## src/temperature_token_sampler_core_macros.svh

```systemverilog
// Assertion macros used by the sampler's selection engine, tts_back.
`ifndef TEMPERATURE_TOKEN_SAMPLER_CORE_MACROS_SVH
`define TEMPERATURE_TOKEN_SAMPLER_CORE_MACROS_SVH

// Implication checked in the same cycle.
`define TTS_ASSERT_NOW(label, cond, prop, msg) \
  label: assert property (@(posedge clk) disable iff (rst) (cond) |-> (prop)) \
    else $error(msg);

// Implication checked in the cycle after the condition.
`define TTS_ASSERT_NEXT(label, cond, prop, msg) \
  label: assert property (@(posedge clk) disable iff (rst) (cond) |=> (prop)) \
    else $error(msg);

`endif

```

## src/tts_queue.sv

```systemverilog
// Two-entry job queue between the front end and the selection engine.
module tts_queue #(
  parameter int W = 64
) (
  input  logic         clk,
  input  logic         rst,
  input  logic         push,
  input  logic [W-1:0] push_data,
  input  logic         pop,
  output logic [W-1:0] head,
  output logic         full,
  output logic         empty
);

  logic [W-1:0] entry [2];
  logic         wr_ptr;
  logic         rd_ptr;
  logic [1:0]   count;

  assign head  = entry[rd_ptr];
  assign full  = count == 2'd2;
  assign empty = count == 2'd0;

  always_ff @(posedge clk) begin
    if (rst) begin
      wr_ptr <= 1'b0;
      rd_ptr <= 1'b0;
      count  <= 2'd0;
    end else begin
      if (push) begin
        wr_ptr <= !wr_ptr;
      end
      if (pop) begin
        rd_ptr <= !rd_ptr;
      end
      if (push && !pop) begin
        count <= count + 2'd1;
      end else if (pop && !push) begin
        count <= count - 2'd1;
      end
    end
  end

  always_ff @(posedge clk) begin
    if (push) begin
      entry[wr_ptr] <= push_data;
    end
  end

endmodule

```

## config.mk

```make
export PLATFORM = sky130hd
export DESIGN_NAME = tts_queue
export DESIGN_NICKNAME = d
export VERILOG_FILES = /design/src/temperature_token_sampler_core_macros.svh /design/src/tts_queue.sv
export SDC_FILE = /design/constraint.sdc
export NUM_CORES = 1
export LEC_CHECK = 0
export BUFFER_PORTS_ARGS = -buffer_cell sky130_fd_sc_hd__buf_2
export CAP_MARGIN = 20
export CELL_PAD_IN_SITES_DETAIL_PLACEMENT = 0
export CELL_PAD_IN_SITES_GLOBAL_PLACEMENT = 1
export CORE_UTILIZATION = 43
export DETAILED_ROUTE_END_ITERATION = 6
export GPL_TIMING_DRIVEN = 0
export PLACE_DENSITY_LB_ADDON = 0.1
export SLEW_MARGIN = 15
export SYNTH_ARGS = -nofsm -noshare
export SYNTH_HDL_FRONTEND = slang
export SYNTH_SLANG_ARGS = --single-unit
```

## constraint.sdc

```tcl
create_clock -name clk -period 4.58 [get_ports clk]
set_clock_uncertainty 0.05 [all_clocks]
set_input_delay 0.229 -clock clk [delete_from_list [all_inputs] [get_ports clk]]
set_output_delay 0.229 -clock clk [all_outputs]
set_load 0.005 [all_outputs]
```

After elaboration in Yosys (flattened, before gate mapping) --
Memory sizes are Yosys's and may differ from the RTL's. A register that Yosys moved wholly into a read port is not among the register bits. Index checks and enable logic that the tools add are counted.
Word-level totals: bits in registers 4, bits in writable memories 128, input bits 68, memories 1, logic and storage cells 21
Operators by class: eq/ne operators 1, multiplexer cells 6, reduce and logical (&&, ||, !) cells 8, add/subtract/negate cells 2
Memory list:
- entry | words 2, bits a word 64, rd ports 1, clocked after memory_dff 1, wr ports 1, line tts_queue.sv:15 | logic [W-1:0] entry [2];
Operators by type and width (count):
- $logic_not A1 Y1 | 4
- $mux W1 | 4
- $mux W2 | 2
- $add A2 B1 Y2 const B | 1
- $eq A2 B2 Y1 const B | 1
- $logic_and A1 B1 Y1 | 2
- $logic_not A2 Y1 | 1
- $reduce_bool A2 Y1 | 1
- $sub A2 B1 Y2 const B | 1

Logic depth before layout (Yosys ltp) --
depth in word-level cells 4, depth in mapped cells 5, depth with buffers taken out 5

Least setup slack after synthesis --
OpenSTA, ideal clock, no wires.
path kind reg-to-reg, start register wr_ptr, end memory entry[0][0] (enable), path buffers 0, clock period less this slack 3717 ps, stages on the path, launching flop included 2, data required time 4036 ps, setup time 494 ps, path slack 863 ps, data arrival time 3173 ps, path through dfxtp_1 > nor2b_1
RTL lines:
- start: declaration | line tts_queue.sv:16 | logic wr_ptr;
- start signal: assignment | line tts_queue.sv:31 | wr_ptr <= !wr_ptr;
- end: declaration | line tts_queue.sv:15
No word-level cell before the write port.

==> out/metrics.cfg <==
[clock_tree]
cts-root-buf=clkbuf_8
clkTransAtPathRegs_ps=50
cts_buffers=17
cts_tree=done
cts_num_sinks=133
htree_levels=4
cts_resized=0
cts_hold_buf=67
postCtsSetupBuffers=0
clk_path_buf_depth=2
clk_latency_ps=520

[drt]
drt_iter0_markers=76
wirelength_microns=8634
num_vias=2727
post-route-drc-count=0
post_drt_wl_per_cell_microns=14.49
viasPerCell=4.576
ant_nets=0
detail_route.first_pass.iterations=5

[final_layout]
nets=513
drive_gt1_share_pct=51.97
finish.instance_area_sq_mm=0.007007
final_cell_mix=buf_2 (133), edfxtp_1 (128), dlygate4sd3_1 (67), mux2_2 (64), clkbuf_16 (16)
final_common_cell=buf_2
synthToLayoutAreaGrowth_pct=44.55
num_antenna_cells=0

[synth]
ys_seq_area_share_pct=81.36
ys_ff_latch=133
ys_types=16
syn_nets=290
avgSynthCellArea_sq_um=21.93
syn_area_sq_mm=0.004847
ys_warn_count=0
syn_inst=221

[global_routing]
track_usage_pct=15.68
grt_max_degree=36
grt_pass1_wl_microns=13170
grt_remaining_overflow=0
antenna_found_initial=0
grt_pass1_vias=2808

[placement]
portBuffers=133
dpl.hpwl_microns=5410
pre_cts_ws_ps=2967
gp_congestion=0.6708
dpl_cell_area_sq_mm=0.005801

[power_and_ir_drop]
power_frac_seq_pct=48.0
clockPowerShare_pct=40.9
internal-power_mw=2.372
pwr_density_cell_mw_per_mm2=427.1
combPwrFrac_pct=11.1
p_total_mw=2.992
p_leak_nw=2.689
sw_frac_of_total_pct=20.74
ir_drop_mv=0.2445
p_sw_uw=620.7

[floorplanning]
ioPinCount=134
initial_utilization_pct=44.52
die_x_microns=108.2
num_rows=38
core_sq_mm=0.01089
dieHeight_microns=108.2
dieArea_sq_mm=0.01170

[critical_path]
cp_data_required_time_ps=4300
critical_path_class=flop to output port
path_cells=buf_4 > buf_6 > mux2_2 > buf_2
crit_path_start_kind=flop
setup.worst_path.end_class=output port
cpPeakStageDelay_ps=350
crit_slowest_cell=mux2_2
crit_arrival_ps=1720
worstPathMaxFanout=10

[timing]
setup_tns_ps=0
rsz0062_at_grt=false
max_freq_mhz=500.6
fin_ws_ps=2582
post-route-min-period_ps=1998
finalHoldViolCount=0
setup_violations=0
finalCritPeriodShare_pct=43.62
worst_pin_slew_ps=516.3
final_max_slew_viol_count=0
timing.slew.headroom_pct=65.51

[job]
drv_cap=0

[outcome]
outcome=complete, no violations

[min_path]
hold_class=input pin to flop

## final cells by class
class                           instances  area (sq um)
Inverter                                1         3.754
Clock inverter                         12         113.9
Fill cell                             827          3881
Multi-Input combinational cell         80         834.6
Buffer                                  7         75.07
Tap cell                              140         175.2
Clock buffer                           19         421.7
Timing Repair Buffer                  204          1439
Sequential cell                       133          3944
## routing by layer
| metal | vias to the layer above | share of wire (%) | wire length (microns) | track usage, % |
|---|---|---|---|---|
| met4 | 0 | 1.6 | 134 | 8.219 |
| met3 | 9 | 7.6 | 659 | 6.028 |
| met5 | - | 0 | 0 | 0 |
| met2 | 103 | 51 | 4371 | 25.84 |
| met1 | 1298 | 40 | 3469 | 17.65 |
| li1 | 1317 | - | - | - |
## power groups by stage
| stage | combinational, mW | sequential (mW) | clock, mW |
|---|---|---|---|
| final | 0.333 | 1.44 | 1.22 |
| after global placement | 0.272 | 1.47 | 0 |
| after CTS | 0.340 | 1.44 | 1.25 |
| after floorplan | 0.149 | 1.46 | 0 |
| after detailed placement | 0.294 | 1.46 | 0 |
| after global routing | 0.364 | 1.44 | 1.30 |
## worst paths after layout
path	start	endpoint	slack, ps	cells after the start
max	flop	head[6]	2580	4
min	push	count[0]	140	4
max reg2reg	wr_ptr	entry[0][59]	3020	3
min reg2reg	count[1]	count[1]	450	2
## worst max-delay path: cells and delay by family, from the launching register on
family   cells  cell delay (ps)
buf+inv      3              540
flops        1              310
mux          1              350
## registers in the layout, indices dropped and copies added, names as in the netlist, named ones only
name	cells
count	2
rd_ptr	1
entry	128
wr_ptr	1
## Yosys cell counts
master | count | area, sq um
a21oi_1 | 1 | 5.000
and2_1 | 1 | 6.260
and2b_2 | 1 | 8.760
buf_4 | 1 | 7.510
buf_6 | 6 | 67.56
dfxtp_1 | 5 | 100.1
edfxtp_1 | 128 | 3844
ha_1 | 1 | 12.51
inv_1 | 1 | 3.750
mux2_2 | 64 | 720.7
nor2_1 | 5 | 18.77
nor2b_1 | 1 | 6.260
o21ai_0 | 1 | 5.000
or3_1 | 1 | 6.260
xnor2_1 | 2 | 17.52
xor2_1 | 2 | 17.52
## cells by family after synthesis
kind of cell,share of synthesized area [%]
compound gates,0.2063
flops,81.36
xor+xnor,0.7229
fa+ha+maj,0.2581
simple gates,0.9554
buf+inv,1.626
mux,14.87
## stage by stage
step / utilization (%) / cells / hold WS (ps)
6_report: 64.35 / 596 / 142.6
5_1_grt: 64.35 / 596 / 176.9
4_1_cts: 64.35 / 596 / 145.2
3_5_place_dp: 53.28 / 498 / 370.1
3_3_place_gp: 52.24 / 494 / 366.4
2_1_floorplan: - / 221 / 248.1
(Power assumes the default switching activity.)
