--- config.mk ---
export PLATFORM = sky130hd
export DESIGN_NAME = tts_front
export DESIGN_NICKNAME = d
export VERILOG_FILES = /design/src/temperature_token_sampler_core_macros.svh /design/src/tts_pkg.sv /design/src/tts_front.sv
export SDC_FILE = /design/constraint.sdc
export NUM_CORES = 1
export LEC_CHECK = 0
export BUFFER_PORTS_ARGS = -buffer_cell sky130_fd_sc_hd__buf_2
export CORE_MARGIN = 4
export CORE_UTILIZATION = 30
export CTS_BUF_LIST = sky130_fd_sc_hd__clkbuf_8
export DETAILED_ROUTE_END_ITERATION = 12
export PLACE_DENSITY_LB_ADDON = 0.3
export REMOVE_ABC_BUFFERS = 1
export SLEW_MARGIN = 20
export SYNTH_ARGS = -nofsm -noshare
export SYNTH_HDL_FRONTEND = slang
export SYNTH_SLANG_ARGS = --single-unit
--- constraint.sdc ---
create_clock -name clk -period 8.13 [get_ports clk]
set_input_delay 1.626 -clock clk [delete_from_list [all_inputs] [get_ports clk]]
set_output_delay 1.626 -clock clk [all_outputs]
set_load 0.01 [all_outputs]
--- src/temperature_token_sampler_core_macros.svh ---
// Assertion macros used by the sampler's selection engine, tts_back.
`ifndef TEMPERATURE_TOKEN_SAMPLER_CORE_MACROS_SVH
`define TEMPERATURE_TOKEN_SAMPLER_CORE_MACROS_SVH

// Implication checked in the same cycle.
`define TTS_ASSERT_NOW(label, cond, prop, msg) \
  label: assert property (@(posedge clk) disable iff (rst) (cond) |-> (prop)) \
    else $error(msg);

// Implication checked in the cycle after the condition.
`define TTS_ASSERT_NEXT(label, cond, prop, msg) \
  label: assert property (@(posedge clk) disable iff (rst) (cond) |=> (prop)) \
    else $error(msg);

`endif

--- src/tts_pkg.sv ---
// Types, constants and exponent tables of the temperature token sampler.
package tts_pkg;

  localparam int LOGIT_W  = 16;
  localparam int FRAC_W   = 16;
  localparam int TOKEN_W  = 16;
  localparam int TEMP_W   = 8;
  localparam int WEIGHT_W = 16;
  localparam int SUM_W    = 32;
  localparam int QUO_W    = 12;
  localparam int EXP_W    = 17;
  localparam int EXPI_LEN = 12;

  typedef struct packed {
    logic signed [LOGIT_W-1:0] logit;
    logic                      last_logit;
    logic [FRAC_W-1:0]         random_fraction;
  } in_item_t;

  typedef struct packed {
    logic [TOKEN_W-1:0] token_index;
    logic               greedy_used;
  } out_item_t;

  typedef struct packed {
    logic                      en;
    logic signed [LOGIT_W-1:0] data;
  } store_wr_t;

  typedef enum logic [3:0] {
    B_IDLE,
    B_READ,
    B_SETUP,
    B_DIV,
    B_MUL1,
    B_MUL2,
    B_TARGET,
    B_SREAD,
    B_SCMP,
    B_OUT
  } back_state_t;

  function automatic logic [EXP_W-1:0] exp_int(input logic [3:0] i);
    logic [EXP_W-1:0] r;
    unique case (i)
      4'd0:    r = 17'd65536;
      4'd1:    r = 17'd24109;
      4'd2:    r = 17'd8869;
      4'd3:    r = 17'd3263;
      4'd4:    r = 17'd1200;
      4'd5:    r = 17'd442;
      4'd6:    r = 17'd162;
      4'd7:    r = 17'd60;
      4'd8:    r = 17'd22;
      4'd9:    r = 17'd8;
      4'd10:   r = 17'd3;
      4'd11:   r = 17'd1;
      default: r = 17'd0;
    endcase
    return r;
  endfunction

  function automatic logic [EXP_W-1:0] exp_hi(input logic [3:0] h);
    logic [EXP_W-1:0] r;
    unique case (h)
      4'd0:    r = 17'd65536;
      4'd1:    r = 17'd61565;
      4'd2:    r = 17'd57835;
      4'd3:    r = 17'd54331;
      4'd4:    r = 17'd51039;
      4'd5:    r = 17'd47947;
      4'd6:    r = 17'd45042;
      4'd7:    r = 17'd42313;
      4'd8:    r = 17'd39750;
      4'd9:    r = 17'd37341;
      4'd10:   r = 17'd35079;
      4'd11:   r = 17'd32954;
      4'd12:   r = 17'd30957;
      4'd13:   r = 17'd29081;
      4'd14:   r = 17'd27319;
      default: r = 17'd25664;
    endcase
    return r;
  endfunction

  function automatic logic [EXP_W-1:0] exp_lo(input logic [3:0] l);
    logic [EXP_W-1:0] r;
    unique case (l)
      4'd0:    r = 17'd65536;
      4'd1:    r = 17'd65280;
      4'd2:    r = 17'd65026;
      4'd3:    r = 17'd64772;
      4'd4:    r = 17'd64520;
      4'd5:    r = 17'd64268;
      4'd6:    r = 17'd64018;
      4'd7:    r = 17'd63768;
      4'd8:    r = 17'd63520;
      4'd9:    r = 17'd63272;
      4'd10:   r = 17'd63025;
      4'd11:   r = 17'd62780;
      4'd12:   r = 17'd62535;
      4'd13:   r = 17'd62291;
      4'd14:   r = 17'd62048;
      default: r = 17'd61806;
    endcase
    return r;
  endfunction

endpackage

--- src/tts_front.sv ---
// Front end: accepts logits, writes the store and tracks maximum and argmax.
module tts_front #(
  parameter int MAX_VOCAB = 65536
) (
  input  logic                                clk,
  input  logic                                rst,
  input  logic                                in_valid,
  output logic                                in_stall,
  input  tts_pkg::in_item_t                   in_data,
  input  logic [tts_pkg::TEMP_W-1:0]          temperature,
  input  logic                                q_full,
  input  logic                                q_empty,
  input  logic                                back_busy,
  output logic                                q_push,
  output logic [2*$clog2(MAX_VOCAB)+tts_pkg::LOGIT_W+tts_pkg::FRAC_W-1:0] q_data,
  output tts_pkg::store_wr_t                  st_wr,
  output logic [$clog2(MAX_VOCAB)-1:0]        st_addr
);

  localparam int AW    = $clog2(MAX_VOCAB);
  localparam int CNT_W = $clog2(MAX_VOCAB + 1);

  logic signed [tts_pkg::LOGIT_W-1:0] running_max;
  logic [AW-1:0]                      greedy_index;
  logic [CNT_W-1:0]                   logit_count;

  logic                               accept;
  logic                               room;
  logic                               new_max;
  logic signed [tts_pkg::LOGIT_W-1:0] max_after;
  logic [AW-1:0]                      greedy_after;
  logic [AW-1:0]                      last_idx;

  assign in_stall = q_full || ((temperature != '0) && (!q_empty || back_busy));
  assign accept   = in_valid && !in_stall;
  assign room     = logit_count < CNT_W'(MAX_VOCAB);
  assign new_max  = room && (in_data.logit > running_max);

  assign max_after    = new_max ? in_data.logit : running_max;
  assign greedy_after = new_max ? logit_count[AW-1:0] : greedy_index;
  assign last_idx     = room ? logit_count[AW-1:0] : AW'(MAX_VOCAB - 1);

  assign st_wr.en   = accept && room;
  assign st_wr.data = in_data.logit;
  assign st_addr    = logit_count[AW-1:0];

  assign q_push = accept && in_data.last_logit;
  assign q_data = {last_idx, max_after, greedy_after, in_data.random_fraction};

  always_ff @(posedge clk) begin
    if (rst) begin
      running_max  <= {1'b1, {(tts_pkg::LOGIT_W-1){1'b0}}};
      greedy_index <= '0;
      logit_count  <= '0;
    end else if (accept) begin
      if (in_data.last_logit) begin
        running_max  <= {1'b1, {(tts_pkg::LOGIT_W-1){1'b0}}};
        greedy_index <= '0;
        logit_count  <= '0;
      end else begin
        running_max  <= max_after;
        greedy_index <= greedy_after;
        if (room) begin
          logit_count <= logit_count + CNT_W'(1);
        end
      end
    end
  end

endmodule

# After elaboration in Yosys (flattened, before gate mapping)
# Index checks and enable logic that the tools add are counted.
[classes]
n_mux = 7
addsub = 1
n_reduce_logical = 12
n_lt_le_gt_ge = 2
[ops]
columns = ["operator", "count"]
rows = [
  ["16-bit 2-to-1 mux", 5],
  ["17-bit 2-to-1 mux", 2],
  ["17-bit by 1-bit adder with 17-bit output, second input constant", 1],
  ["17-bit < comparator, second input constant", 1],
  ["16-bit greater-than comparator", 1],
  ["8-bit nonzero test", 1],
  ["1-bit logical AND", 5],
  ["1-bit zero test", 2],
  ["1-bit logical OR", 2],
  ["2-bit AND reduction", 1],
  ["2-bit nonzero test", 1],
]
[word_totals]
output_inout_bits = 99
elab_cells = 25
inputBits = 47
ff_bits = 49

# Depth between registers and ports, before layout
[logic_depth]
word_depth = 7
mapped_depth = 9
mapped_depth_nobuf = 8

# Worst setup path after synthesis
# Ideal clock, no wire load.
[synth_timing]
kind = "input -> output"
start = "input in_data[28] (netlist name)"
end = "output q_data[16] (netlist name)"
t_arrival_ps = 3584
n_path_buf = 1
required_ps = 6504
stages = 8
setup_slack_ps = 2920
cell_sequence = "ha_1 a21oi_1 o21ai_0 and2b_1 or4_1 a21o_4 buf_12 mux2_4"
[synth_via]
elab_chain_cells = 3
[synth_rtl]
columns = ["item", "line_no", "source"]
rows = [
  ["start, declared", "tts_front.sv:9", "input tts_pkg::in_item_t in_data,"],
  ["16-bit greater-than comparator", "tts_front.sv:37", "assign new_max = room && (in_data.logit > running_max);"],
  ["1-bit logical AND", "tts_front.sv:37", ""],
  ["16-bit 2-to-1 mux", "tts_front.sv:40", "assign greedy_after = new_max ? logit_count[AW-1:0] : greedy_index;"],
  ["end, declared", "tts_front.sv:15", "output logic [2*$clog2(MAX_VOCAB)+tts_pkg::LOGIT_W+tts_pkg::FRAC_W-1:0] q_data,"],
]
# No other way between the ends.

# Worst setup path in the final report
[layout_timing]
start = "input in_data[32] (netlist name)"
end = "output q_data[47] (netlist name)"
[layout_via]
elab_chain_cells = 3
[layout_rtl]
columns = ["item", "line_no", "source"]
rows = [
  ["16-bit greater-than comparator", "tts_front.sv:37", ""],
  ["1-bit logical AND", "tts_front.sv:37", ""],
  ["16-bit 2-to-1 mux *", "tts_front.sv:39", "assign max_after = new_max ? in_data.logit : running_max;"],
]
# Every way passes the cells marked *; elsewhere a longest branch is shown, timed or not.

==> flow_summary.toml <==
[placed_design]
dpl-instance-area_sq_um = 3806
gp_congestion = 0.8215
portBuffers = 113
dp_hpwl_mm = 6.680

[route]
dr.pass1.iters = 4
drc = 0
via_per_inst = 4.883
routedWlPerCell_um = 15.46
first_iter_violations = 123
ant_nets = 0
drt_wl_total_mm = 9.243
vias = 2920

[critical_path]
r2r_start = "running_max[15]$_SDFFE_PP1P_"
crit_chain = "buf_2 -> ha_1 -> nand4_2 -> or2_4 -> a211oi_4 -> or4_1 -> a21o_4 -> mux2_2 -> buf_2"
reg2reg_depth = 9
cpMostUsedCell = "buf_2"
worstPathArrival_ns = 4.19
crit_start = "in_data[32]"
rr_endpoint = "running_max[10]$_SDFFE_PP0P_"
critPathRequiredTime_ns = 6.50
start_kind = "primary input"
r2r_slack_ns = 5.16
cp_slowest_cell = "a21o_4"
critical_path_class = "in2out"
crit_end = "q_data[47]"
cp_slowest_stage_delay_ns = 0.50
endpoint_kind = "output pin"
crit_fanout = 32

[global_route]
grt-ovfl-total = 0
grt_pass1_vias = 2917
grt_max_degree = 35
antenna_found_initial = 0
grt_first_pass_wirelength_mm = 14.77
track_usage_pct = 13.61

[timing]
slew_viol_final = 0
rsz0062_at_grt = "false"
finalHoldViolCount = 0
finalCritPeriodShare_pct = 71.52
setup_violations = 0
max_freq_mhz = 172.0
fin_crit_ns = 5.815
relSlewSlack_pct = 50.02
finalClockSkew_ns = 0.01113
tightest_slew_ns = 0.7497
hold_ws_ns = 0.4796
finalSetupTns_ns = 0

[synth]
synth.avg_cell_area_sq_um = 8.805
postSynthCellCount = 402
seq_area_frac_synth_pct = 27.71
synth_area_sq_um = 3540
synth_largest_area_cell = "dfxtp_1"
yosysMostFrequentCell = "dfxtp_1"
synth-seq-cells = 49
synth.area.top_cells = "dfxtp_1 (28%), mux2_4 (13%), buf_4 (10%)"
synthArstFlopShare_pct = 0
synth_warnings = 0
yosysUniqueCellTypes = 48
synth-edff-count = 0
synth_common_cells = "dfxtp_1 (49), buf_4 (48), nand2_1 (39)"
ys.flop_type = "dfxtp_1"
synth_top_cell_area_share_pct = 27.71

[clocking]
post_cts_resized = 0
insertion_delay_ns = 0.30
cts_hold_buf = 0
cts_sinks = 49
ctsLongestPathBuffers = 2
clk_pin_slew_ns = 0.10
cts_setup_buffers = 0
htree_levels = 2
root_buffer = "clkbuf_8"
numCtsBuffers = 5
cts_tree = "done"

[layout]
fin_area_sq_um = 3902
fillers = 1214
antennaDiodeCount = 0
fin_nets = 518
final_util_pct = 34.03
ff_latch_area_sq_um = 980.9
area_growth_pct = 10.25
multi_input_area_sq_um = 1923
drive_gt1_share_pct = 40.22

[power]
switchingPower_mw = 0.1474
p_seq_share_pct = 47.9
p_int_mw = 0.3573
p_leak_nw = 1.783
combPwrFrac_pct = 20.8
pwr-share-clk_pct = 31.3
ir_worst_vdd_mv = 0.06315
pwr_density_cell_nw_per_um2 = 129.3
p_sw_share_pct = 29.20

[floorplanning]
die_w_um = 116.6
ios = 146
start_util_pct = 30.87
num_rows = 39
die_h_um = 116.6
dieArea_sq_um = 13600
coreArea_sq_um = 11470

[min_path]
min_path_cells = 2
hold_class = "reg2reg"

[run_status]
status = "complete, no violations"

[flow_run]
drv_cap = 0
layout make-up:
cell class,instances,area share (%)
Clock inverter,2,0.3527
Clock buffer,6,2.116
Sequential cell,49,25.14
Tap cell,143,4.585
Timing Repair Buffer,116,15.07
Inverter,36,3.463
Multi-Input combinational cell,246,49.28
layout by cell type (no fill, tap or decap), types with 2 or more instances in the layout:
master    count
and3_1        3
inv_1        35
buf_4         3
or3_1         3
mux2_2        2
nand4_1       7
nor2b_1       2
ha_1         17
nand2_1      39
clkbuf_8      6
buf_2       113
o32ai_1      31
mux2_4       30
dfxtp_1      49
nor4_1        7
nand3_1       8
nand2b_1      2
xnor2_1      10
o21ai_0       6
or2_2        17
nor3_1        8
a21oi_1      13
nor2_1       18
per-layer routing:
metal  vias up  GRT usage [%]  routed length (um)
met5         -              0                   0
met4         0          2.905                  68
met3         4          3.886                 617
met2        94          23.57                4494
met1      1356          16.87                4062
li1       1466              -                   -
worst min path at each step:
| stage | start | slack, ns | end |
|---|---|---|---|
| 3_5_place_dp | greedy_index[15]$_SDFFE_PP0P_ | 0.47 | greedy_index[15]$_SDFFE_PP0P_ |
| 6_report | greedy_index[2]$_SDFFE_PP0P_ | 0.48 | greedy_index[2]$_SDFFE_PP0P_ |
| 5_1_grt | greedy_index[4]$_SDFFE_PP0P_ | 0.50 | greedy_index[4]$_SDFFE_PP0P_ |
| 2_1_floorplan | greedy_index[5]$_SDFFE_PP0P_ | 0.44 | greedy_index[5]$_SDFFE_PP0P_ |
| 3_3_place_gp | greedy_index[5]$_SDFFE_PP0P_ | 0.46 | greedy_index[5]$_SDFFE_PP0P_ |
| 4_1_cts | greedy_index[15]$_SDFFE_PP0P_ | 0.48 | greedy_index[15]$_SDFFE_PP0P_ |
through the flow:
step | total power [mW] | worst slack [ns] | cells
after global routing | 0.5287 | 2.152 | 598
final | 0.5047 | 2.315 | 598
after detailed placement | 0.3544 | 2.298 | 590
after global placement | 0.3523 | 2.419 | 590
after floorplan | 0.3108 | 2.832 | 331
after CTS | 0.5133 | 2.301 | 598
logic make-up (layout without fill, tap and decap cells):
family | count (synthesis) | after routing | synth area share (%)
flip-flops | 49 | 49 | 27.71
buffers and inverters | 107 | 160 | 18.06
multiplexers | 33 | 33 | 13.64
XOR/XNOR | 10 | 10 | 2.474
AND/OR/NAND/NOR | 121 | 121 | 17.25
adder cells (fa/ha/maj) | 17 | 17 | 6.009
AO/OA/AOI/OAI | 65 | 65 | 14.85
critical path: cells and delay by family:
family          cells  cell delay (ns)
buf+inv             2             0.26
fa+ha+maj           1             0.43
compound gates      2             0.77
mux                 1             0.40
simple gates        3             0.66
power groups by stage:
stage          clock [mW]  combinational [mW]  sequential [mW]
6_report            0.158               0.105            0.242
5_1_grt             0.171               0.116            0.242
4_1_cts             0.164               0.107            0.242
3_5_place_dp            0               0.107            0.247
3_3_place_gp            0               0.105            0.247
2_1_floorplan           0              0.0638            0.247
sequential cells by signal, summed over array words and instances, names as in the netlist:
| signal | flops |
|---|---|
| logit_count | 17 |
| running_max | 16 |
| greedy_index | 16 |
(Power assumes the default switching activity.)
